File: config.mk
export PLATFORM = sky130hd
export DESIGN_NAME = ffa_ram
export DESIGN_NICKNAME = d
export VERILOG_FILES = /design/src/first_fit_free_list_allocator_macros.svh /design/src/ffa_ram.sv
export SDC_FILE = /design/constraint.sdc
export NUM_CORES = 1
export LEC_CHECK = 0
export ABC_CLOCK_PERIOD_IN_PS = 2050
export BUFFER_PORTS_ARGS = -buffer_cell sky130_fd_sc_hd__buf_2
export CORE_AREA = 2 2 94 96
export CTS_BUF_LIST = sky130_fd_sc_hd__clkbuf_4
export DETAILED_ROUTE_END_ITERATION = 7
export DIE_AREA = 0 0 96 98
export GPL_TIMING_DRIVEN = 1
export PLACE_DENSITY = 0.76
export SLEW_MARGIN = 20
export SYNTH_ARGS = -nofsm -noshare
export SYNTH_HDL_FRONTEND = slang
export SYNTH_SLANG_ARGS = --single-unit
export TNS_END_PERCENT = 50
File: constraint.sdc
create_clock -name clock -period 2.05 [get_ports clock]
set_clock_uncertainty 0.2 [all_clocks]
set_input_delay 0 -clock clock [delete_from_list [all_inputs] [get_ports clock]]
set_output_delay 0 -clock clock [all_outputs]
set_load 0.02 [all_outputs]
File: src/first_fit_free_list_allocator_macros.svh
// Assertion macros for the first-fit free-list allocator.
// Included by the RTL files that carry concurrent assertions; no other dependencies.
`ifndef FIRST_FIT_FREE_LIST_ALLOCATOR_MACROS_SVH
`define FIRST_FIT_FREE_LIST_ALLOCATOR_MACROS_SVH

// Clocked assertion, disabled while reset is high.
`define FFA_ASSERT(lbl, clk, rst, prop, msg) \
   lbl: assert property (@(posedge clk) disable iff (rst) prop) else $error(msg);

// Clocked assertion that is also checked during reset.
`define FFA_ASSERT_ALWAYS(lbl, clk, prop, msg) \
   lbl: assert property (@(posedge clk) prop) else $error(msg);

`endif

File: src/ffa_ram.sv
// Generic single-write, single-read RAM with registered read data.
// No dependencies.
module ffa_ram #(
   parameter int WIDTH = 8,
   parameter int DEPTH = 16
) (
   input  logic                     clock,
   input  logic                     wr_en,
   input  logic [$clog2(DEPTH)-1:0] wr_addr,
   input  logic [WIDTH-1:0]         wr_data,
   input  logic [$clog2(DEPTH)-1:0] rd_addr,
   output logic [WIDTH-1:0]         rd_data
);

   logic [WIDTH-1:0] mem [DEPTH];
   logic [WIDTH-1:0] rd_data_ff;

   always_ff @(posedge clock) begin
      if (wr_en) begin
         mem[wr_addr] <= wr_data;
      end
      rd_data_ff <= mem[rd_addr];
   end

   assign rd_data = rd_data_ff;

endmodule

# ---- Word level (Yosys, flattened, before mapping)
# Memory sizes are Yosys's and may differ from the RTL's. A register that Yosys moved wholly into a read port is not among the register bits.
# Index checks and enable logic that the tools add are counted.
dict set report classes {
  muxes 2
}
# op count
set op_table {}
lappend op_table {{1-bit two-way mux} 2}
dict set report word_totals {
  reg_bits 0
  ram_bits 128
  inputBits 18
  out_inout_bits 8
  elab_cells 3
  memories 1
}
# name words word_bits rd rd_clocked_by_memory_dff write_ports line
set memory_table {}
lappend memory_table {mem 16 8 1 1 1 ffa_ram.sv:15} ;# logic [WIDTH-1:0] mem [DEPTH];

# ---- Depth between registers and ports, before layout
dict set report depth {
  ltp_word 2
  ltp_mapped 5
}

# ---- Least setup slack after synthesis
# No wires, ideal clock.
dict set report synth_timing {
  path_type {input to register}
  startpoint {input port wr_addr[2]}
  endpoint {memory mem[0][0] (enable)}
  arrival_time_ps 1110
  path_slack_ps 357
  path_stages 2
  cell_sequence {or3b_2 -> nor3_1}
}
# element line
set synth_rtl {}
lappend synth_rtl {{start, declared} ffa_ram.sv:9} ;# input logic [$clog2(DEPTH)-1:0] wr_addr,
lappend synth_rtl {{end, declared} ffa_ram.sv:15}
# No word-level cell before the write port.

==> flow_metrics.env <==
export IMPL_synth_most_common_cell="edfxtp_1"
export IMPL_dieArea_sq_mm=0.00941
export IMPL_htreeDepth=4
export IMPL_synth_seq_cells=136
export IMPL_holdPathStages=5
export IMPL_placementRows=34
export IMPL_synthArstFlopShare=0
export IMPL_final_hold_viol_count=0
export IMPL_max_freq_mhz=498
export IMPL_viasPerCell=6.11
export IMPL_finalCriticalPeriod_ns=2.01
export IMPL_status="complete, no violations"
export IMPL_reg2reg_depth=4
export IMPL_clock_latency_ns=0.53
export IMPL_dr_total_vias=2696
export IMPL_setup_ws_ns=0.0402
export IMPL_wirelength_mm=10.7
export IMPL_place_gp_congestion=0.798
export IMPL_p_leak_nw=2.13
export IMPL_wl_per_cell_microns=24.2
export IMPL_fillerInstances=461
export IMPL_nets=338
export IMPL_arrival_ns=2.23
export IMPL_powerDensity_mw_per_mm2=880
export IMPL_dpl_hpwl_mm=6.27
export IMPL_power_mw=5.44
export IMPL_antenna_left=0
export IMPL_clk_path_buf_depth=2
export IMPL_tightest_slew_ns=0.432
export IMPL_core_sq_mm=0.00847
export IMPL_n_antenna_cell=0
export IMPL_gr_total_overflow=0
export IMPL_pre_cts_ws_ns=0.316
export IMPL_clk_pin_slew_ns=0.12
export IMPL_root_buffer="clkbuf_4"
export IMPL_min_period_over_period=0.980
export IMPL_yosys_most_used_dff="edfxtp_1"
export IMPL_yosysUniqueCellTypes=19
export IMPL_crit_path_end_kind="register"
export IMPL_yosysSeqAreaShare=0.778
export IMPL_antenna_found_initial=0
export IMPL_grt_pass1_wl_mm=15.8
export IMPL_io_pins=26
export IMPL_startpoint_type="primary input"
export IMPL_hp_class="primary input to register"
export IMPL_drc_errors=0
export IMPL_required_ns=2.27
export IMPL_postSynthCellCount=229
export IMPL_synth_top_area_frac=0.747
export IMPL_yosysTopAreaCell="edfxtp_1"
export IMPL_syn2layout_area_growth_pct=20.0
export IMPL_initialDrtViolationCount=235
export IMPL_grt_max_degree=19
export IMPL_initial_utilization=0.608
export IMPL_die_w_microns=96
export IMPL_grt_pass1_vias=2681
export IMPL_yosys_warnings=0
export IMPL_drt_first_pass_iters=5
export IMPL_relSlewSlack=0.712
export IMPL_clock_sinks=136
export IMPL_rsz0062_at_grt="false"
export IMPL_fin_setup_tns_ns=0
export IMPL_holdWs_ns=0.0386
export IMPL_io_buffer_count=25
export IMPL_ir_drop_mv=0.443
export IMPL_cts_made_buffers=17
export IMPL_synth_area_leaders="edfxtp_1 (75%), mux4_2 (7.9%), mux4_1 (7.1%)"
export IMPL_syn_nets=247
export IMPL_synth_common_cells="edfxtp_1 (128), mux4_2 (18), a22oi_1 (16)"
export IMPL_grtUsageTotal=0.251
export IMPL_fp_dieH_microns=98
export IMPL_drive_gt1_frac=0.291
export IMPL_synth_edf_count=128
export IMPL_crit_fanout=18
export IMPL_synth_avg_cell_area_sq_um=22.5
export IMPL_setup_viol=0
export IMPL_crit_type="primary input to register"
export IMPL_synth_area_sq_mm=0.00515
export IMPL_final_max_slew_viol_count=0
export IMPL_cts_tree="yes"
export IMPL_max_cap_violations=0
==> sequential cells by signal, summed over array words and instances (netlist names) <==
signal and count:
mem 128, rd_data 8
==> stage by stage <==
| stage | instance area [sq um] | std cells | utilization |
|---|---|---|---|
| 6_report | 6180 | 441 | 0.730 |
| 5_1_grt | 6180 | 441 | 0.730 |
| 4_1_cts | 6180 | 441 | 0.730 |
| 3_5_place_dp | 5500 | 374 | 0.650 |
| 3_3_place_gp | 5500 | 374 | 0.650 |
| 2_1_floorplan | 5150 | 229 | - |
==> power breakdown <==
| part | total [mW] | switching (mW) | internal [mW] |
|---|---|---|---|
| clock network | 1.95 | 0.979 | 0.973 |
| logic | 0.362 | 0.193 | 0.169 |
| registers | 3.12 | 0.0183 | 3.10 |
==> final cells by class <==
type	instances	area, sq um	area share
Multi-Input combinational cell	83	1060	0.171
Tap cell	108	135	0.0219
Sequential cell	136	4000	0.648
Clock inverter	15	200	0.0324
Timing Repair Buffer	82	653	0.106
Clock buffer	17	128	0.0207
==> layout by cell type (no fill, tap or decap), drive strengths merged <==
| cell | count |
|---|---|
| and2b | 1 |
| a22oi | 16 |
| edfxtp | 128 |
| clkbuf | 17 |
| clkinv | 5 |
| nand2 | 9 |
| nor3 | 4 |
| buf | 47 |
| dfxtp | 8 |
| nand3 | 1 |
| nor2b | 1 |
| nand2b | 2 |
| dlygate4sd3 | 35 |
| nor2 | 13 |
| mux4 | 32 |
| inv | 3 |
| and2 | 1 |
| bufinv | 4 |
| nand3b | 2 |
| or3b | 1 |
| clkinvlp | 3 |
==> kinds of logic after synthesis <==
logic type,synth area share
flops,0.778
simple gates,0.0318
mux,0.150
compound gates,0.0233
buf+inv,0.0168
==> worst paths after layout <==
check | from | endpoint | slack, ns
setup / recovery | rd_addr[1] | rd_data[3]$_DFF_P_ | 0.04
hold / removal | rd_addr[0] | rd_data[7]$_DFF_P_ | 0.04
setup reg to reg | mem[0][2]$_DFFE_PP_ | rd_data[2]$_DFF_P_ | 0.05
hold reg to reg | mem[12][4]$_DFFE_PP_ | rd_data[4]$_DFF_P_ | 0.48
==> layer usage <==
metal	up-vias	GRT usage	wire [microns]
li1	1161	-	-
met1	1359	0.344	3930
met2	163	0.410	5740
met3	13	0.0648	865
met4	0	0.0659	119
met5	-	0	0
==> what timing repair did <==
action,in CTS,in global routing
gates resized for setup,0,0
hold endpoints to repair,264,0
buffers inserted,0,0
endpoints found under the setup margin,0,0
hold buffers,35,0
==> worst max-delay path, stage by stage <==
cell	delay, ns
dlygate4sd3_1	0.52
buf_2	0.37
buf_4	0.26
mux4_2	0.29
dlygate4sd3_1	0.57
a22oi_1	0.15
nand2_1	0.06
(Power assumes the default switching activity.)
