<file path="config.mk">
export PLATFORM = sky130hd
export DESIGN_NAME = ffa_bump
export DESIGN_NICKNAME = d
export VERILOG_FILES = /design/src/first_fit_free_list_allocator_macros.svh /design/src/ffa_pkg.sv /design/src/ffa_bump.sv
export SDC_FILE = /design/constraint.sdc
export NUM_CORES = 1
export LEC_CHECK = 0
export ABC_AREA = 0
export CAP_MARGIN = 40
export CORE_ASPECT_RATIO = 1.2
export CORE_MARGIN = 1
export CORE_UTILIZATION = 48
export DETAILED_ROUTE_END_ITERATION = 10
export DONT_BUFFER_PORTS = 1
export PLACE_DENSITY = 0.71
export SLEW_MARGIN = 30
export SYNTH_ARGS = -nofsm -noshare
export SYNTH_HDL_FRONTEND = slang
export SYNTH_SLANG_ARGS = --single-unit
</file>
<file path="constraint.sdc">
create_clock -name clock -period 5.2 [get_ports clock]
set_clock_uncertainty 0.1 [all_clocks]
set_input_delay 0.26 -clock clock [delete_from_list [all_inputs] [get_ports clock]]
set_output_delay 0.26 -clock clock [all_outputs]
set_load 0.01 [all_outputs]
</file>
<file path="src/first_fit_free_list_allocator_macros.svh">
// Assertion macros for the first-fit free-list allocator.
// Included by the RTL files that carry concurrent assertions; no other dependencies.
`ifndef FIRST_FIT_FREE_LIST_ALLOCATOR_MACROS_SVH
`define FIRST_FIT_FREE_LIST_ALLOCATOR_MACROS_SVH

// Clocked assertion, disabled while reset is high.
`define FFA_ASSERT(lbl, clk, rst, prop, msg) \
   lbl: assert property (@(posedge clk) disable iff (rst) prop) else $error(msg);

// Clocked assertion that is also checked during reset.
`define FFA_ASSERT_ALWAYS(lbl, clk, prop, msg) \
   lbl: assert property (@(posedge clk) prop) else $error(msg);

`endif

</file>
<file path="src/ffa_pkg.sv">
// Shared types, codes and constants of the first-fit free-list allocator.
// No dependencies; used by every other RTL file but ffa_ram, by scoped names.
package ffa_pkg;

   localparam int FREE_ENTRIES_DEF = 64;
   localparam int HEADER_BYTES_DEF = 16;
   localparam logic [31:0] HEAP_RESET = 32'h8000_0000;
   localparam logic [32:0] HEAP_LIMIT = 33'h0_8000_0000;

   typedef enum logic {
      FUNC_ALLOC = 1'b0,
      FUNC_FREE  = 1'b1
   } func_type;

   typedef enum logic [2:0] {
      ST_REUSED = 3'd0,
      ST_BUMPED = 3'd1,
      ST_FREED  = 3'd2,
      ST_OOM    = 3'd3,
      ST_FULL   = 3'd4
   } status_type;

   typedef struct packed {
      func_type    func;
      logic [30:0] req_size;
      logic [30:0] block_addr;
   } req_type;

   typedef struct packed {
      logic [30:0] data_addr;
      logic [30:0] granted_size;
      status_type  status;
   } rsp_type;

   typedef struct packed {
      logic [30:0] addr;
      logic [30:0] size;
   } entry_type;

   typedef struct packed {
      logic        fits;
      logic [30:0] data_addr;
   } bump_status_type;

   typedef enum logic [1:0] {
      SEQ_IDLE,
      SEQ_SCAN,
      SEQ_SHIFT,
      SEQ_BUMP
   } seq_state_type;

endpackage

</file>
<file path="src/ffa_bump.sv">
// Bump unit: heap size register, frontier register and the out-of-memory check.
// Depends on ffa_pkg.
module ffa_bump #(
   parameter int HEADER_BYTES = ffa_pkg::HEADER_BYTES_DEF
) (
   input  logic                     clock,
   input  logic                     reset,
   input  logic                     csr_we,
   input  logic [31:0]              csr_wdata,
   input  logic [30:0]              req_size,
   input  logic                     commit,
   output ffa_pkg::bump_status_type status
);

   logic [31:0] heap_ff;
   logic [31:0] frontier_ff;
   logic [31:0] frontier_in;
   logic [32:0] data_sum;
   logic [32:0] end_sum;
   logic [32:0] limit;

   always_comb begin
      data_sum    = {1'b0, frontier_ff} + 33'(HEADER_BYTES);
      end_sum     = data_sum + {2'b00, req_size};
      // saturate the limit at 2^31
      limit       = heap_ff[31] ? ffa_pkg::HEAP_LIMIT : {1'b0, heap_ff};
      status.fits = (end_sum <= limit) && (data_sum[32:31] == 2'b00);
      status.data_addr = data_sum[30:0];
      frontier_in = commit ? end_sum[31:0] : frontier_ff;
   end

   always_ff @(posedge clock) begin
      if (reset) begin
         heap_ff     <= ffa_pkg::HEAP_RESET;
         frontier_ff <= '0;
      end else begin
         if (csr_we) begin
            heap_ff <= csr_wdata;
         end
         frontier_ff <= frontier_in;
      end
   end

endmodule

</file>
Yosys cells after proc, flatten, opt, wreduce, memory -nomap -nowiden
Index checks and enable logic that the tools add are counted.

word-level totals
  register bits after elaboration = 64
  memory bits (writable) = 0
  memory bits (read-only) = 0
  word-level logic and storage cells = 8
  memories kept = 0
  bits in latches = 0
  input bits = 67
  output and inout bits = 32

cells by class
  bitwise logic cells = 0
  magnitude comparators = 1
  equal/unequal tests = 0
  multipliers = 0
  add/sub/neg operators = 2
  divide/modulo/power cells = 0
  shifts and indexed selects = 0
  reductions and logical operators = 2
  muxes and demuxes = 1

operators with widths
  kind                     count
  $add A32 B5 Y33 const B  1
  $add A33 B31 Y33         1
  $le A33 B32 Y1           1
  $mux W32                 1
  $logic_not A2 Y1         1
  $logic_and A1 B1 Y1      1

Depth between registers and ports, before layout
  depth in word-level cells = 4
  gate-level depth with buffers = 25
  gate-level depth less buffers = 25

Least setup slack after synthesis
No wires, ideal clock.

  path type = reg2out
  start point = register frontier_ff[6]
  end point = output port status[31] (netlist bit)
  required time = 4.840 ns
  arrival time = 4.663 ns
  path buffers = 1
  cell stages (with the launch flop) = 25
  setup slack = 0.177 ns
  cells stage by stage = dfxtp_1 and4_1 and3_1 and4_1 nand2_1 inv_1 nand2_1 xnor2_1 ha_1 clkbuf_1 a21o_1 a21o_1 a21o_1 or3b_1 a31oi_1 xnor2_1 ha_1 a21o_1 a21oi_1 nor2b_1 o21ai_0 nand2b_1 a221oi_1 nand2_1 a31oi_1

RTL lines
  element                 line            text
  from (decl)             ffa_bump.sv:16  logic [31:0] frontier_ff;
  from (signal assigned)  ffa_bump.sv:40  frontier_ff <= frontier_in;
  to (decl)               ffa_bump.sv:12  output ffa_pkg::bump_status_type status

==> flow_metrics.py <==
metrics = {
    "outcome": {
        "status": "finished with violations",
        "violations": "negative setup slack",
    },
    "power_and_ir_drop": {
        "peakVddDrop_mv": 0.246,
        "p_leak_uw": 0.00338,
        "total_power_uw": 2670,
        "p_sw_uw": 1050,
        "p_int_uw": 1620,
        "p_comb_share_pct": 53.0,
        "power_density_nw_per_um2": 356,
        "clkPwrFrac_pct": 23.2,
        "sw_frac_of_total_pct": 39.5,
        "power_frac_seq_pct": 23.8,
    },
    "floorplan": {
        "fp.dieH_microns": 119,
        "core_sq_um": 11000,
        "fp.dieW_microns": 99.2,
        "boundaryPins": 99,
        "fp-row-count": 42,
        "start_util_pct": 49.3,
        "die_area_sq_um": 11800,
    },
    "finish": {
        "drive_gt1_share_pct": 23.1,
        "n_antenna_cell": 0,
        "final_area_sq_um": 7510,
        "nets": 928,
        "synthToLayoutAreaGrowth_pct": 38.1,
        "instances_no_fill": 928,
    },
    "placed_design": {
        "io_buffers": 0,
        "placed_area_sq_um": 5870,
        "placedCellCount": 816,
        "dpl.hpwl_microns": 12000,
        "finalWeightedCongestion": 0.977,
    },
    "worst_setup_path": {
        "crit_path_max_fanout": 6,
        "end_kind": "output port",
        "crit_start": "frontier_ff[9]$_SDFFE_PP0P_",
        "r2r_start": "frontier_ff[9]$_SDFFE_PP0P_",
        "crit_slowest_cell": "dfxtp_2",
        "crit_top_cell": "buf_4",
        "max_stage_delay_ps": 330,
        "arrival_ps": 4860,
        "crit_type": "reg2out",
        "crit_required_ps": 4840,
        "critPathLaunchType": "flop",
    },
    "global_route": {
        "grt_max_degree": 55,
        "gr-total-overflow": 0,
        "antenna_found_initial": 0,
        "grt_pass1_vias": 5801,
        "grt_use_total_pct": 30.6,
        "grt_pass1_wl_microns": 28300,
    },
    "sta": {
        "maxSlewHeadroom_pct": 41.6,
        "worst_slew_pin_slew_ps": 869,
        "hold_ws_ps": 8.58,
        "final-setup-viol-count": 1,
        "rsz0062_at_grt": "yes",
        "fin_crit_sh_pct": 100,
        "hold_viol_final": 0,
        "timing.fmax_ghz": 0.192,
        "setup_ws_ps": -19.3,
        "layout_min_cycle_time_ps": 5220,
        "final-max-slew-violation-count": 0,
    },
    "min_path": {
        "hold_start": "commit",
        "holdCritPathClass": "in2reg",
    },
    "clock_tree": {
        "cts_max_level": 3,
        "cts_tree": "done",
        "root_buffer": "clkbuf_16",
        "clkLatencyLatePin_ps": 340,
        "clkTransAtPathRegs_ps": 60,
        "cts_max_path_buffers": 2,
        "numCtsBuffers": 9,
        "cts.sinks": 64,
    },
    "yosys": {
        "synth_top_area_share_pct": 23.6,
        "synth.yosys.seq_area_share_pct": 23.6,
        "syn_area_per_cell_sq_um": 8.24,
        "yosysMostFrequentCell": "nor2_1",
        "netlist_area_sq_um": 5440,
        "synthArstFlopShare_pct": 0,
        "yosysWarnings": 0,
        "syn_inst": 660,
        "ys_ff_latch": 64,
        "ys.flop_type": "dfxtp_1",
        "yosysUniqueCellTypes": 58,
        "syn_nets": 797,
        "yosys.area.top_type": "dfxtp_1",
        "netlist_top_cells_count": "nor2_1 (75), nand2_1 (73), ha_1 (69)",
        "synth_edf_count": 0,
        "synth.area.top_cells": "dfxtp_1 (24%), ha_1 (16%), mux2i_1 (9.6%)",
    },
    "route": {
        "drt-wirelength-per-cell_microns": 19.5,
        "vias": 5664,
        "drc_errors": 0,
        "drt_wl_total_microns": 18100,
        "drt_iter0_markers": 367,
        "ant_nets": 0,
        "routed_via_density": 6.10,
        "dr.pass1.iters": 5,
    },
    "job": {
        "drv_cap": 0,
    },
}
==> flip-flops by register name, indices dropped and copies added (netlist names) <==
signal       cells
frontier_ff     32
heap_ff         32
==> final cells by class <==
type | instances | area, sq um
Timing Repair Buffer | 146 | 1310
Fill cell | 862 | 3520
Sequential cell | 64 | 1290
Clock inverter | 5 | 56.3
Clock buffer | 11 | 243
Multi-Input combinational cell | 559 | 4400
Inverter | 11 | 43.8
Tap cell | 132 | 165
==> metal layers <==
metal / GRT usage, % / up-vias / share of wire (%)
met3: 5.80 / 82 / 5.7
met2: 54.2 / 228 / 51
met1: 33.4 / 2700 / 38
li1: - / 2654 / -
met5: 0 / - / 0
met4: 18.5 / 0 / 5.3
==> path summary, 6_finish.rpt <==
kind	to	slack, ps	depth (start not counted)
worst min-delay path	frontier_ff[17]$_SDFFE_PP0P_	9	2
worst max register to register	frontier_ff[31]$_SDFFE_PP0P_	1260	19
worst max-delay path	status[31]	-20	25
worst min register to register	frontier_ff[17]$_SDFFE_PP0P_	410	2
==> kinds of logic (layout without fill, tap and decap cells) <==
group                      after synthesis  after routing  synth area share (%)
and+or+nand+nor                        246            246                  21.9
AOI/OAI and AO/OA                      137            137                  17.1
adders and majority gates               70             70                  16.2
DFF                                     64             64                  23.6
xor gates and xnor gates                53             53                  8.53
muxes                                   53             53                  9.78
buffers and inverters                   37            173                  2.85
==> power groups by stage <==
| stage | registers [uW] | logic, uW | clock network [uW] |
|---|---|---|---|
| final | 635 | 1420 | 619 |
| after global routing | 642 | 1550 | 645 |
| after CTS | 620 | 1280 | 624 |
| after detailed placement | 629 | 1160 | 0 |
| after global placement | 626 | 1130 | 0 |
| after floorplan | 610 | 841 | 0 |
==> placed cells by master, fill, tap and decap left out, types with 5 or more instances in the layout <==
| cell type | synthesis | routed |
|---|---|---|
| a21o_1 | 21 | 21 |
| a21oi_1 | 37 | 28 |
| a21oi_2 | 0 | 9 |
| a31o_2 | 7 | 7 |
| a31oi_1 | 6 | 5 |
| and2_1 | 5 | 5 |
| and3_1 | 18 | 14 |
| buf_4 | 4 | 74 |
| clkbuf_16 | 0 | 9 |
| dfxtp_1 | 64 | 57 |
| dfxtp_2 | 0 | 6 |
| dlygate4sd3_1 | 0 | 66 |
| ha_1 | 69 | 60 |
| ha_4 | 0 | 6 |
| inv_1 | 10 | 9 |
| mux2i_1 | 52 | 52 |
| nand2_1 | 73 | 68 |
| nand2b_1 | 6 | 6 |
| nand3_1 | 14 | 13 |
| nand4_1 | 16 | 16 |
| nor2_1 | 75 | 68 |
| nor2_2 | 0 | 5 |
| nor2b_1 | 7 | 7 |
| nor3_1 | 9 | 7 |
| o211ai_1 | 6 | 6 |
| o21a_1 | 8 | 8 |
| o21ai_0 | 22 | 15 |
| o21ai_1 | 2 | 7 |
| xnor2_1 | 33 | 22 |
| xnor2_2 | 0 | 11 |
| xor2_1 | 20 | 17 |
==> what timing repair did <==
action / 4_1_cts / 5_1_grt
gates resized for setup: 22 / 75
endpoints found under the hold margin: 58 / 0
buffers inserted: 11 / 17
hold buffers: 68 / 0
pin swaps: 13 / 52
setup endpoints to repair: 1 / 1
gates cloned: 0 / 0
==> per-stage QoR <==
step                setup slack [ps]  TNS, ps  util [%]
CTS                             19.3        0      63.9
floorplan                        177        0         -
detailed placement              37.6        0      53.2
finish                         -19.3    -19.3      68.1
global route                    -268     -268      68.1
global placement                 130        0      53.1
==> worst max-delay path, delay by kind of cell, from the launching register on <==
family / cells / cell delay (ps)
and+or+nand+nor: 10 / 1560
AOI/OAI and AO/OA: 6 / 970
buffers and inverters: 5 / 690
adders and majority gates: 2 / 660
DFF: 1 / 330
xor gates and xnor gates: 2 / 310
Note: power is estimated with default switching activity, not from simulation.
