File: src/first_fit_free_list_allocator_macros.svh
// Assertion macros for the first-fit free-list allocator.
// Included by the RTL files that carry concurrent assertions; no other dependencies.
`ifndef FIRST_FIT_FREE_LIST_ALLOCATOR_MACROS_SVH
`define FIRST_FIT_FREE_LIST_ALLOCATOR_MACROS_SVH

// Clocked assertion, disabled while reset is high.
`define FFA_ASSERT(lbl, clk, rst, prop, msg) \
   lbl: assert property (@(posedge clk) disable iff (rst) prop) else $error(msg);

// Clocked assertion that is also checked during reset.
`define FFA_ASSERT_ALWAYS(lbl, clk, prop, msg) \
   lbl: assert property (@(posedge clk) prop) else $error(msg);

`endif

File: src/ffa_pkg.sv
// Shared types, codes and constants of the first-fit free-list allocator.
// No dependencies; used by every other RTL file but ffa_ram, by scoped names.
package ffa_pkg;

   localparam int FREE_ENTRIES_DEF = 64;
   localparam int HEADER_BYTES_DEF = 16;
   localparam logic [31:0] HEAP_RESET = 32'h8000_0000;
   localparam logic [32:0] HEAP_LIMIT = 33'h0_8000_0000;

   typedef enum logic {
      FUNC_ALLOC = 1'b0,
      FUNC_FREE  = 1'b1
   } func_type;

   typedef enum logic [2:0] {
      ST_REUSED = 3'd0,
      ST_BUMPED = 3'd1,
      ST_FREED  = 3'd2,
      ST_OOM    = 3'd3,
      ST_FULL   = 3'd4
   } status_type;

   typedef struct packed {
      func_type    func;
      logic [30:0] req_size;
      logic [30:0] block_addr;
   } req_type;

   typedef struct packed {
      logic [30:0] data_addr;
      logic [30:0] granted_size;
      status_type  status;
   } rsp_type;

   typedef struct packed {
      logic [30:0] addr;
      logic [30:0] size;
   } entry_type;

   typedef struct packed {
      logic        fits;
      logic [30:0] data_addr;
   } bump_status_type;

   typedef enum logic [1:0] {
      SEQ_IDLE,
      SEQ_SCAN,
      SEQ_SHIFT,
      SEQ_BUMP
   } seq_state_type;

endpackage

File: src/ffa_seq.sv
// Sequencer: free-list count, scan of the list memory, unlink by shifting, responses.
// Depends on ffa_pkg and the assertion macros header.
`include "first_fit_free_list_allocator_macros.svh"

module ffa_seq #(
   parameter int FREE_ENTRIES = ffa_pkg::FREE_ENTRIES_DEF
) (
   input  logic                            clock,
   input  logic                            reset,
   input  logic                            start,
   output logic                            busy,
   input  ffa_pkg::req_type                req_data,
   output logic                            rsp_valid,
   output ffa_pkg::rsp_type                rsp_data,
   output logic [30:0]                     bump_size,
   output logic                            bump_commit,
   input  ffa_pkg::bump_status_type        bump_status,
   output logic                            ram_wr_en,
   output logic [$clog2(FREE_ENTRIES)-1:0] ram_wr_addr,
   output ffa_pkg::entry_type              ram_wr_data,
   output logic [$clog2(FREE_ENTRIES)-1:0] ram_rd_addr,
   input  ffa_pkg::entry_type              ram_rd_data
);

   localparam int IDX_W = $clog2(FREE_ENTRIES);
   localparam int CNT_W = $clog2(FREE_ENTRIES + 1);

   ffa_pkg::seq_state_type state_ff, state_in;
   logic [CNT_W-1:0]       count_ff, count_in;
   logic [IDX_W-1:0]       ptr_ff, ptr_in;
   logic [IDX_W-1:0]       widx_ff, widx_in;
   logic [30:0]            req_ff, req_in;
   ffa_pkg::entry_type     held_ff, held_in;
   logic                   rsp_valid_ff, rsp_valid_in;
   ffa_pkg::rsp_type       rsp_ff, rsp_in;

   logic             accept;
   logic             hit;
   logic             full;
   logic [IDX_W-1:0] last_idx;

   assign accept   = start && (state_ff == ffa_pkg::SEQ_IDLE);
   assign hit      = ram_rd_data.size >= req_ff;
   assign full     = count_ff == CNT_W'(FREE_ENTRIES);
   assign last_idx = IDX_W'(count_ff - 1'b1);

   // next state
   always_comb begin
      state_in = state_ff;
      case (state_ff)
         ffa_pkg::SEQ_IDLE: begin
            if (accept && req_data.func == ffa_pkg::FUNC_ALLOC) begin
               state_in = (count_ff == '0) ? ffa_pkg::SEQ_BUMP : ffa_pkg::SEQ_SCAN;
            end
         end
         ffa_pkg::SEQ_SCAN: begin
            if (hit) begin
               state_in = (ptr_ff == last_idx) ? ffa_pkg::SEQ_IDLE : ffa_pkg::SEQ_SHIFT;
            end else if (ptr_ff == '0) begin
               state_in = ffa_pkg::SEQ_BUMP;
            end
         end
         ffa_pkg::SEQ_SHIFT: begin
            if (IDX_W'(widx_ff + 1'b1) == last_idx) begin
               state_in = ffa_pkg::SEQ_IDLE;
            end
         end
         ffa_pkg::SEQ_BUMP: begin
            state_in = ffa_pkg::SEQ_IDLE;
         end
         default: begin
            state_in = ffa_pkg::SEQ_IDLE;
         end
      endcase
   end

   // datapath and outputs
   always_comb begin
      count_in     = count_ff;
      ptr_in       = ptr_ff;
      widx_in      = widx_ff;
      req_in       = req_ff;
      held_in      = held_ff;
      rsp_valid_in = 1'b0;
      rsp_in       = rsp_ff;
      ram_rd_addr  = ptr_ff;
      ram_wr_en    = 1'b0;
      ram_wr_addr  = widx_ff;
      ram_wr_data  = ram_rd_data;
      bump_commit  = 1'b0;
      case (state_ff)
         ffa_pkg::SEQ_IDLE: begin
            ram_rd_addr = last_idx;
            if (accept) begin
               req_in = req_data.req_size;
               ptr_in = last_idx;
               if (req_data.func == ffa_pkg::FUNC_FREE) begin
                  rsp_valid_in        = 1'b1;
                  rsp_in.data_addr    = req_data.block_addr;
                  rsp_in.granted_size = req_data.req_size;
                  if (full) begin
                     rsp_in.status = ffa_pkg::ST_FULL;
                  end else begin
                     // push on top of the list
                     rsp_in.status    = ffa_pkg::ST_FREED;
                     ram_wr_en        = 1'b1;
                     ram_wr_addr      = IDX_W'(count_ff);
                     ram_wr_data.addr = req_data.block_addr;
                     ram_wr_data.size = req_data.req_size;
                     count_in         = count_ff + 1'b1;
                  end
               end
            end
         end
         ffa_pkg::SEQ_SCAN: begin
            ram_rd_addr = ptr_ff - 1'b1;
            if (hit) begin
               held_in = ram_rd_data;
               widx_in = ptr_ff;
               // start pulling the entry above down into the hole
               ram_rd_addr = ptr_ff + 1'b1;
               if (ptr_ff == last_idx) begin
                  count_in            = count_ff - 1'b1;
                  rsp_valid_in        = 1'b1;
                  rsp_in.data_addr    = ram_rd_data.addr;
                  rsp_in.granted_size = ram_rd_data.size;
                  rsp_in.status       = ffa_pkg::ST_REUSED;
               end
            end else begin
               ptr_in = ptr_ff - 1'b1;
            end
         end
         ffa_pkg::SEQ_SHIFT: begin
            ram_wr_en   = 1'b1;
            ram_rd_addr = IDX_W'(widx_ff + 2'd2);
            widx_in     = widx_ff + 1'b1;
            if (IDX_W'(widx_ff + 1'b1) == last_idx) begin
               count_in            = count_ff - 1'b1;
               rsp_valid_in        = 1'b1;
               rsp_in.data_addr    = held_ff.addr;
               rsp_in.granted_size = held_ff.size;
               rsp_in.status       = ffa_pkg::ST_REUSED;
            end
         end
         ffa_pkg::SEQ_BUMP: begin
            rsp_valid_in = 1'b1;
            if (bump_status.fits) begin
               bump_commit         = 1'b1;
               rsp_in.data_addr    = bump_status.data_addr;
               rsp_in.granted_size = req_ff;
               rsp_in.status       = ffa_pkg::ST_BUMPED;
            end else begin
               rsp_in.data_addr    = '0;
               rsp_in.granted_size = '0;
               rsp_in.status       = ffa_pkg::ST_OOM;
            end
         end
         default: begin
            rsp_valid_in = 1'b0;
         end
      endcase
   end

   always_ff @(posedge clock) begin
      if (reset) begin
         state_ff     <= ffa_pkg::SEQ_IDLE;
         count_ff     <= '0;
         rsp_valid_ff <= 1'b0;
      end else begin
         state_ff     <= state_in;
         count_ff     <= count_in;
         rsp_valid_ff <= rsp_valid_in;
      end
   end

   always_ff @(posedge clock) begin
      ptr_ff  <= ptr_in;
      widx_ff <= widx_in;
      req_ff  <= req_in;
      held_ff <= held_in;
      rsp_ff  <= rsp_in;
   end

   assign busy      = state_ff != ffa_pkg::SEQ_IDLE;
   assign rsp_valid = rsp_valid_ff;
   assign rsp_data  = rsp_ff;
   assign bump_size = req_ff;

   `FFA_ASSERT(a_count_bound, clock, reset, count_ff <= CNT_W'(FREE_ENTRIES), "free count overflow")
   `FFA_ASSERT(a_scan_in_list, clock, reset, (state_ff == ffa_pkg::SEQ_SCAN) |-> ({1'b0, ptr_ff} < {1'b0, count_ff}), "scan pointer beyond list")
   `FFA_ASSERT(a_shift_in_list, clock, reset, (state_ff == ffa_pkg::SEQ_SHIFT) |-> (widx_ff < last_idx), "shift index beyond list")
   `FFA_ASSERT(a_alloc_busy, clock, reset, (start && !busy && req_data.func == ffa_pkg::FUNC_ALLOC) |=> busy, "allocate did not raise busy")
   `FFA_ASSERT_ALWAYS(a_reset_quiet, clock, reset |=> (!rsp_valid && !busy), "activity right after reset")

endmodule

File: config.mk
export PLATFORM = sky130hd
export DESIGN_NAME = ffa_seq
export DESIGN_NICKNAME = d
export VERILOG_FILES = /design/src/ffa_pkg.sv /design/src/ffa_seq.sv
export VERILOG_INCLUDE_DIRS = /design/src /design/src/src
export SDC_FILE = /design/constraint.sdc
export NUM_CORES = 1
export LEC_CHECK = 0
export BUFFER_PORTS_ARGS = -buffer_cell sky130_fd_sc_hd__buf_2
export CORE_MARGIN = 5
export CORE_UTILIZATION = 55
export DETAILED_ROUTE_END_ITERATION = 10
export PLACE_DENSITY = 0.86
export SLEW_MARGIN = 40
export SYNTH_ARGS = -nofsm -noshare
export SYNTH_HDL_FRONTEND = slang
export SYNTH_SLANG_ARGS = --single-unit
File: constraint.sdc
create_clock -name clock -period 20 [get_ports clock]
set_input_delay 2 -clock clock [delete_from_list [all_inputs] [get_ports clock]]
set_output_delay 2 -clock clock [all_outputs]
set_load 0.01 [all_outputs]
-- Word-level counts from Yosys, hierarchy flattened
Cells that the tools add are included.
- shifts and indexed selects: 0
- add/sub/neg operators: 6
- bitwise gates (word level): 1
- order comparisons: 1
- reductions and logical operators: 16
- multiplexer cells: 49
- div/mod/pow operators: 0
- eq/ne operators: 15
- $mul: 0
- operators by type and width (kind ; count):
    $mux W65 ; 6
    $pmux W65 S4 ; 1
    $mux W62 ; 4
    $mux W6 ; 8
    $mux W7 ; 6
    $ge A31 B31 Y1 ; 1
    $pmux W6 S2 ; 2
    $pmux W7 S3 ; 1
    $pmux W6 S3 ; 1
    $ne A2 B2 Y1 const B ; 7
    $add A6 B1 Y6 const B ; 2
    $eq A6 B6 Y1 ; 2
    $mux W2 ; 6
    $mux W1 ; 10
    $pmux W2 S4 ; 1
    $add A7 B1 Y7 const B ; 1
    $eq A7 B7 Y1 const B ; 1
    $logic_not A7 Y1 ; 1
    $reduce_and A7 Y1 ; 1
    $sub A7 B1 Y7 const B ; 1
    $add A6 B2 Y6 const B ; 1
    $logic_not A6 Y1 ; 1
    $reduce_and A2 Y1 ; 3
    $reduce_and A3 Y1 ; 2
    14 further kinds ; 18
- memory bits (read-only): 0
- latch bits: 0
- bits in registers: 180
- output and inout port bits: 174
- memories kept: 0
- input port bits: 160
- word-level logic and storage cells: 99
- memory bits (writable): 0

-- Depth between registers and ports, before layout
- depth after elaboration: 5
- depth in mapped cells: 13
- gate-level depth less buffers: 10

-- Worst setup path after synthesis
OpenSTA, ideal clock, no wires.
- kind: input-to-reg
- from: input port ram_rd_data[0] (netlist bit)
- to: register rsp_ff, in the netlist rsp_data[0] (enable)
- data required time: 19.352 ns
- cell stages on the path: 8
- setup time: 0.648 ns
- path slack: 9.890 ns
- buffers on the path: 0
- arrival: 9.462 ns
- cells stage by stage: inv_1 ha_1 nor2b_1 o21ai_0 a21oi_1 o41ai_1 a211oi_1 nor4_1
- longest elaborated chain between the ends: 3
- ends and longest elaborated chain (item ; line ; source):
    start: declaration ; ffa_seq.sv:22 ; input ffa_pkg::entry_type ram_rd_data
    $ge A31 B31 Y1 ; ffa_seq.sv:43 ; assign hit = ram_rd_data.size >= req_ff;
    $ne A2 B2 Y1 (no line) ; n/a ;
    $reduce_and A5 Y1 (no line) ; n/a ;
    end signal: assignment ; ffa_seq.sv:181 ; rsp_ff <= rsp_in;
    end: declaration ; ffa_seq.sv:35 ; ffa_pkg::rsp_type rsp_ff, rsp_in;
Every way passes these cells.
A chain may end at the register's enable or synchronous reset.

-- Worst setup path after layout
- from: input port ram_rd_data[2] (netlist bit)
- to: output port ram_rd_addr[4]
- longest elaborated chain between the ends: 3
- ends and longest elaborated chain (item ; line ; source):
    $ge A31 B31 Y1 ; ffa_seq.sv:43 ;
    $mux W6 ; ffa_seq.sv:117 ; if (hit) begin
    $pmux W6 S3 ; ffa_seq.sv:91 ; case (state_ff)
    end: declaration ; ffa_seq.sv:21 ; output logic [$clog2(FREE_ENTRIES)-1:0] ram_rd_addr,
Every way passes these cells.

==> flow_metrics.py <==
metrics = {
    "setup_path": {
        "r2r-end": "ptr_ff[5]",
        "regToRegStartpoint": "bump_size[0]",
        "crit_start": "ram_rd_data[2]",
        "path_cells": "buf_2, ha_1, nand2_1, o21ai_0, a21oi_1, o41ai_1, a21oi_1, mux2_2, a311o_1, buf_2",
        "crit_slowest_cell": "o41ai_1",
        "cp_max_fo": 6,
        "cpPeakStageDelay_ns": 0.70,
        "critical_path_class": "primary input to output port",
        "endpoint_kind": "output port",
        "reg2regPathDepth": 9,
        "worst-r2r-setup-slack_ns": 16.19,
        "arrival_ns": 5.00,
        "crit_path_end": "ram_rd_addr[4]",
        "critPathRequiredTime_ns": 18.00,
        "start_kind": "primary input",
    },
    "detailed_routing": {
        "wirelength_mm": 31.3,
        "dr_total_vias": 9022,
        "wl_per_cell_um": 21.2,
        "drc": 0,
        "avgViaCountPerCell": 6.10,
        "ant_nets": 0,
        "drt-pass1-iter-count": 5,
        "drt_iter0_drc": 877,
    },
    "global_route": {
        "grt_pass1_vias": 8481,
        "track_usage_pct": 29.0,
        "grt_start_max_net_pins": 75,
        "antenna_found_initial": 0,
        "grt-ovfl-total": 0,
        "grt_pass1_wl_mm": 46.4,
    },
    "clock_network": {
        "cts_sinks": 180,
        "cts_resized": 0,
        "post_cts_buffers": 0,
        "clk_pin_slew_ns": 0.06,
        "cts_tree": "done",
        "insertion_delay_ns": 0.43,
        "clockBufferDepth": 2,
        "cts_hold_buffers": 0,
        "h-tree-depth": 4,
        "root_buffer": "clkbuf_16",
        "cts_buffers": 17,
    },
    "synthesis": {
        "synth-seq-cells": 180,
        "synth.area.top_cells": "edfxtp_1 (52%), nand2_1 (10%), a221oi_1 (5.8%)",
        "syn_inst": 945,
        "synthMostInstantiatedCell": "nand2_1",
        "synth.distinct_cells": 60,
        "syn_avg_cell_area_um2": 10.4,
        "yosysTopAreaCellShare_pct": 51.7,
        "ys_seq_area_share_pct": 53.7,
        "synth_nets": 1148,
        "synth_common_cells": "nand2_1 (269), edfxtp_1 (170), a221oi_1 (65), a2bb2oi_1 (63), clkbuf_1 (60)",
        "synth_edf_count": 170,
        "async_flop_share_pct": 0,
        "synth_warnings": 0,
        "synth_ff_type": "edfxtp_1",
        "synth_top_cell_by_area": "edfxtp_1",
        "mappedNetlistArea_mm2": 0.00987,
    },
    "power_and_ir_drop": {
        "vdd_drop_max_v": 0.0000956,
        "fin_total_pwr_uw": 1880,
        "p_per_area_mw_per_mm2": 154,
        "p_leak_uw": 0.00530,
    },
    "die": {
        "pin_count": 334,
        "rows": 49,
        "initial_core_util_pct": 55.3,
        "dieArea_mm2": 0.0207,
        "core_area_mm2": 0.0178,
        "dieWidth_um": 144,
        "die_h_um": 144,
    },
    "sta": {
        "grt_setup_unrepaired": "false",
        "fin_ws_ns": 13.00,
        "hold_viol": 0,
        "finalSetupTns_ns": 0,
        "post-route-min-period_ns": 7.00,
        "relSlewSlack_pct": 40.6,
        "max_slew.worst_pin.slew_ns": 0.891,
        "timing.final.crit_share_pct": 35.0,
        "max_freq_ghz": 0.143,
        "setup_viol": 0,
        "skew_ns": 0.0155,
        "slew_violations": 0,
    },
    "place": {
        "gp_congestion": 0.932,
        "pre_cts_ws_ns": 13.10,
        "dp_hpwl_mm": 21.9,
        "io_buffers": 333,
    },
    "final_layout": {
        "area_growth_pct": 23.9,
        "nets": 1440,
        "drive_gt1_share_pct": 31.8,
        "antenna_cells": 0,
    },
    "run": {
        "maxCapViolations": 0,
    },
    "run_status": {
        "status": "finished clean",
    },
    "worst_hold_path": {
        "hold_path_class": "flip-flop to flip-flop",
    },
}
==> where the power goes <==
| group | switching (µW) | internal (µW) | leakage (µW) |
|---|---|---|---|
| logic | 542 | 350 | 0.00337 |
| registers | 74.0 | 595 | 0.00167 |
| clock network | 149 | 174 | 0.000264 |
==> critical path: cells and delay by family <==
family	cells	cell delay, ns
AOI/OAI and AO/OA	5	1.97
adders and majority gates	1	0.30
and+or+nand+nor	1	0.05
muxes	1	0.41
buffers and inverters	2	0.26
==> cell usage in the layout (no fill, tap or decap), drive strengths merged, types with 2 or more instances in the layout <==
cell,count
xnor3,2
mux2i,5
ha,43
nor4,4
nand2,269
nand4,5
clkinvlp,3
mux2,6
or2,2
a22o,4
xor2,13
a21oi,33
o21ai,14
a31oi,2
a211oi,5
a2bb2oi,63
dfxtp,10
nor4b,2
inv,48
edfxtp,170
a221oi,65
a41oi,2
nor2,38
nand3,11
buf,343
o221ai,2
nand3b,2
clkinv,4
nor3,10
clkbuf,19
and2,5
xnor2,17
nor2b,7
nor3b,2
==> cell families after synthesis <==
logic type	Yosys count	share of synthesized area, %
AOI/OAI and AO/OA	203	16.3
DFF	180	53.7
xor gates and xnor gates	33	3.51
and+or+nand+nor	362	15.4
muxes	11	1.19
adders and majority gates	43	5.45
buffers and inverters	113	4.41
==> how the worst min path moves through the flow <==
stage	start	end	slack, ns	depth (start not counted)
finish	state_ff[1]	state_ff[1]	0.53	2
global route	state_ff[1]	state_ff[1]	0.57	2
CTS	state_ff[1]	state_ff[1]	0.54	2
detailed placement	state_ff[1]	state_ff[1]	0.53	2
global placement	state_ff[1]	state_ff[1]	0.52	2
floorplan	state_ff[1]	state_ff[1]	0.50	2
==> registers in the layout, indices dropped and copies added (netlist names) <==
register,count
rsp_data,65
held_ff,62
bump_size,31
count_ff,7
ptr_ff,6
widx_ff,6
state_ff,2
rsp_valid,1
==> layer usage <==
layer  share of wire, %  vias to the layer above  GRT usage (%)
li1                   -                     4053              -
met1                 37                     4294           36.4
met2                 49                      586           49.9
met3                9.9                       89           5.32
met4                3.6                        0           11.7
met5                  0                        -              0
==> per-stage QoR <==
stage               instances  utilization [%]  hold slack [ns]  area (µm²)
floorplan                 945                -            0.499        9870
global route             1479             68.6            0.574       12200
global placement         1447             65.4            0.523       11700
detailed placement       1447             65.4            0.528       11700
finish                   1479             68.6            0.532       12200
CTS                      1479             68.6            0.538       12200
==> final cells by class <==
| class | count | area, µm² |
|---|---|---|
| Tap cell | 229 | 287 |
| Clock buffer | 19 | 433 |
| Inverter | 43 | 161 |
| Multi-Input combinational cell | 652 | 4180 |
| Sequential cell | 180 | 5310 |
| Timing Repair Buffer | 343 | 1750 |
| Clock inverter | 13 | 125 |
| Fill cell | 1349 | 5610 |
Power figures use the tool's default switching activity.
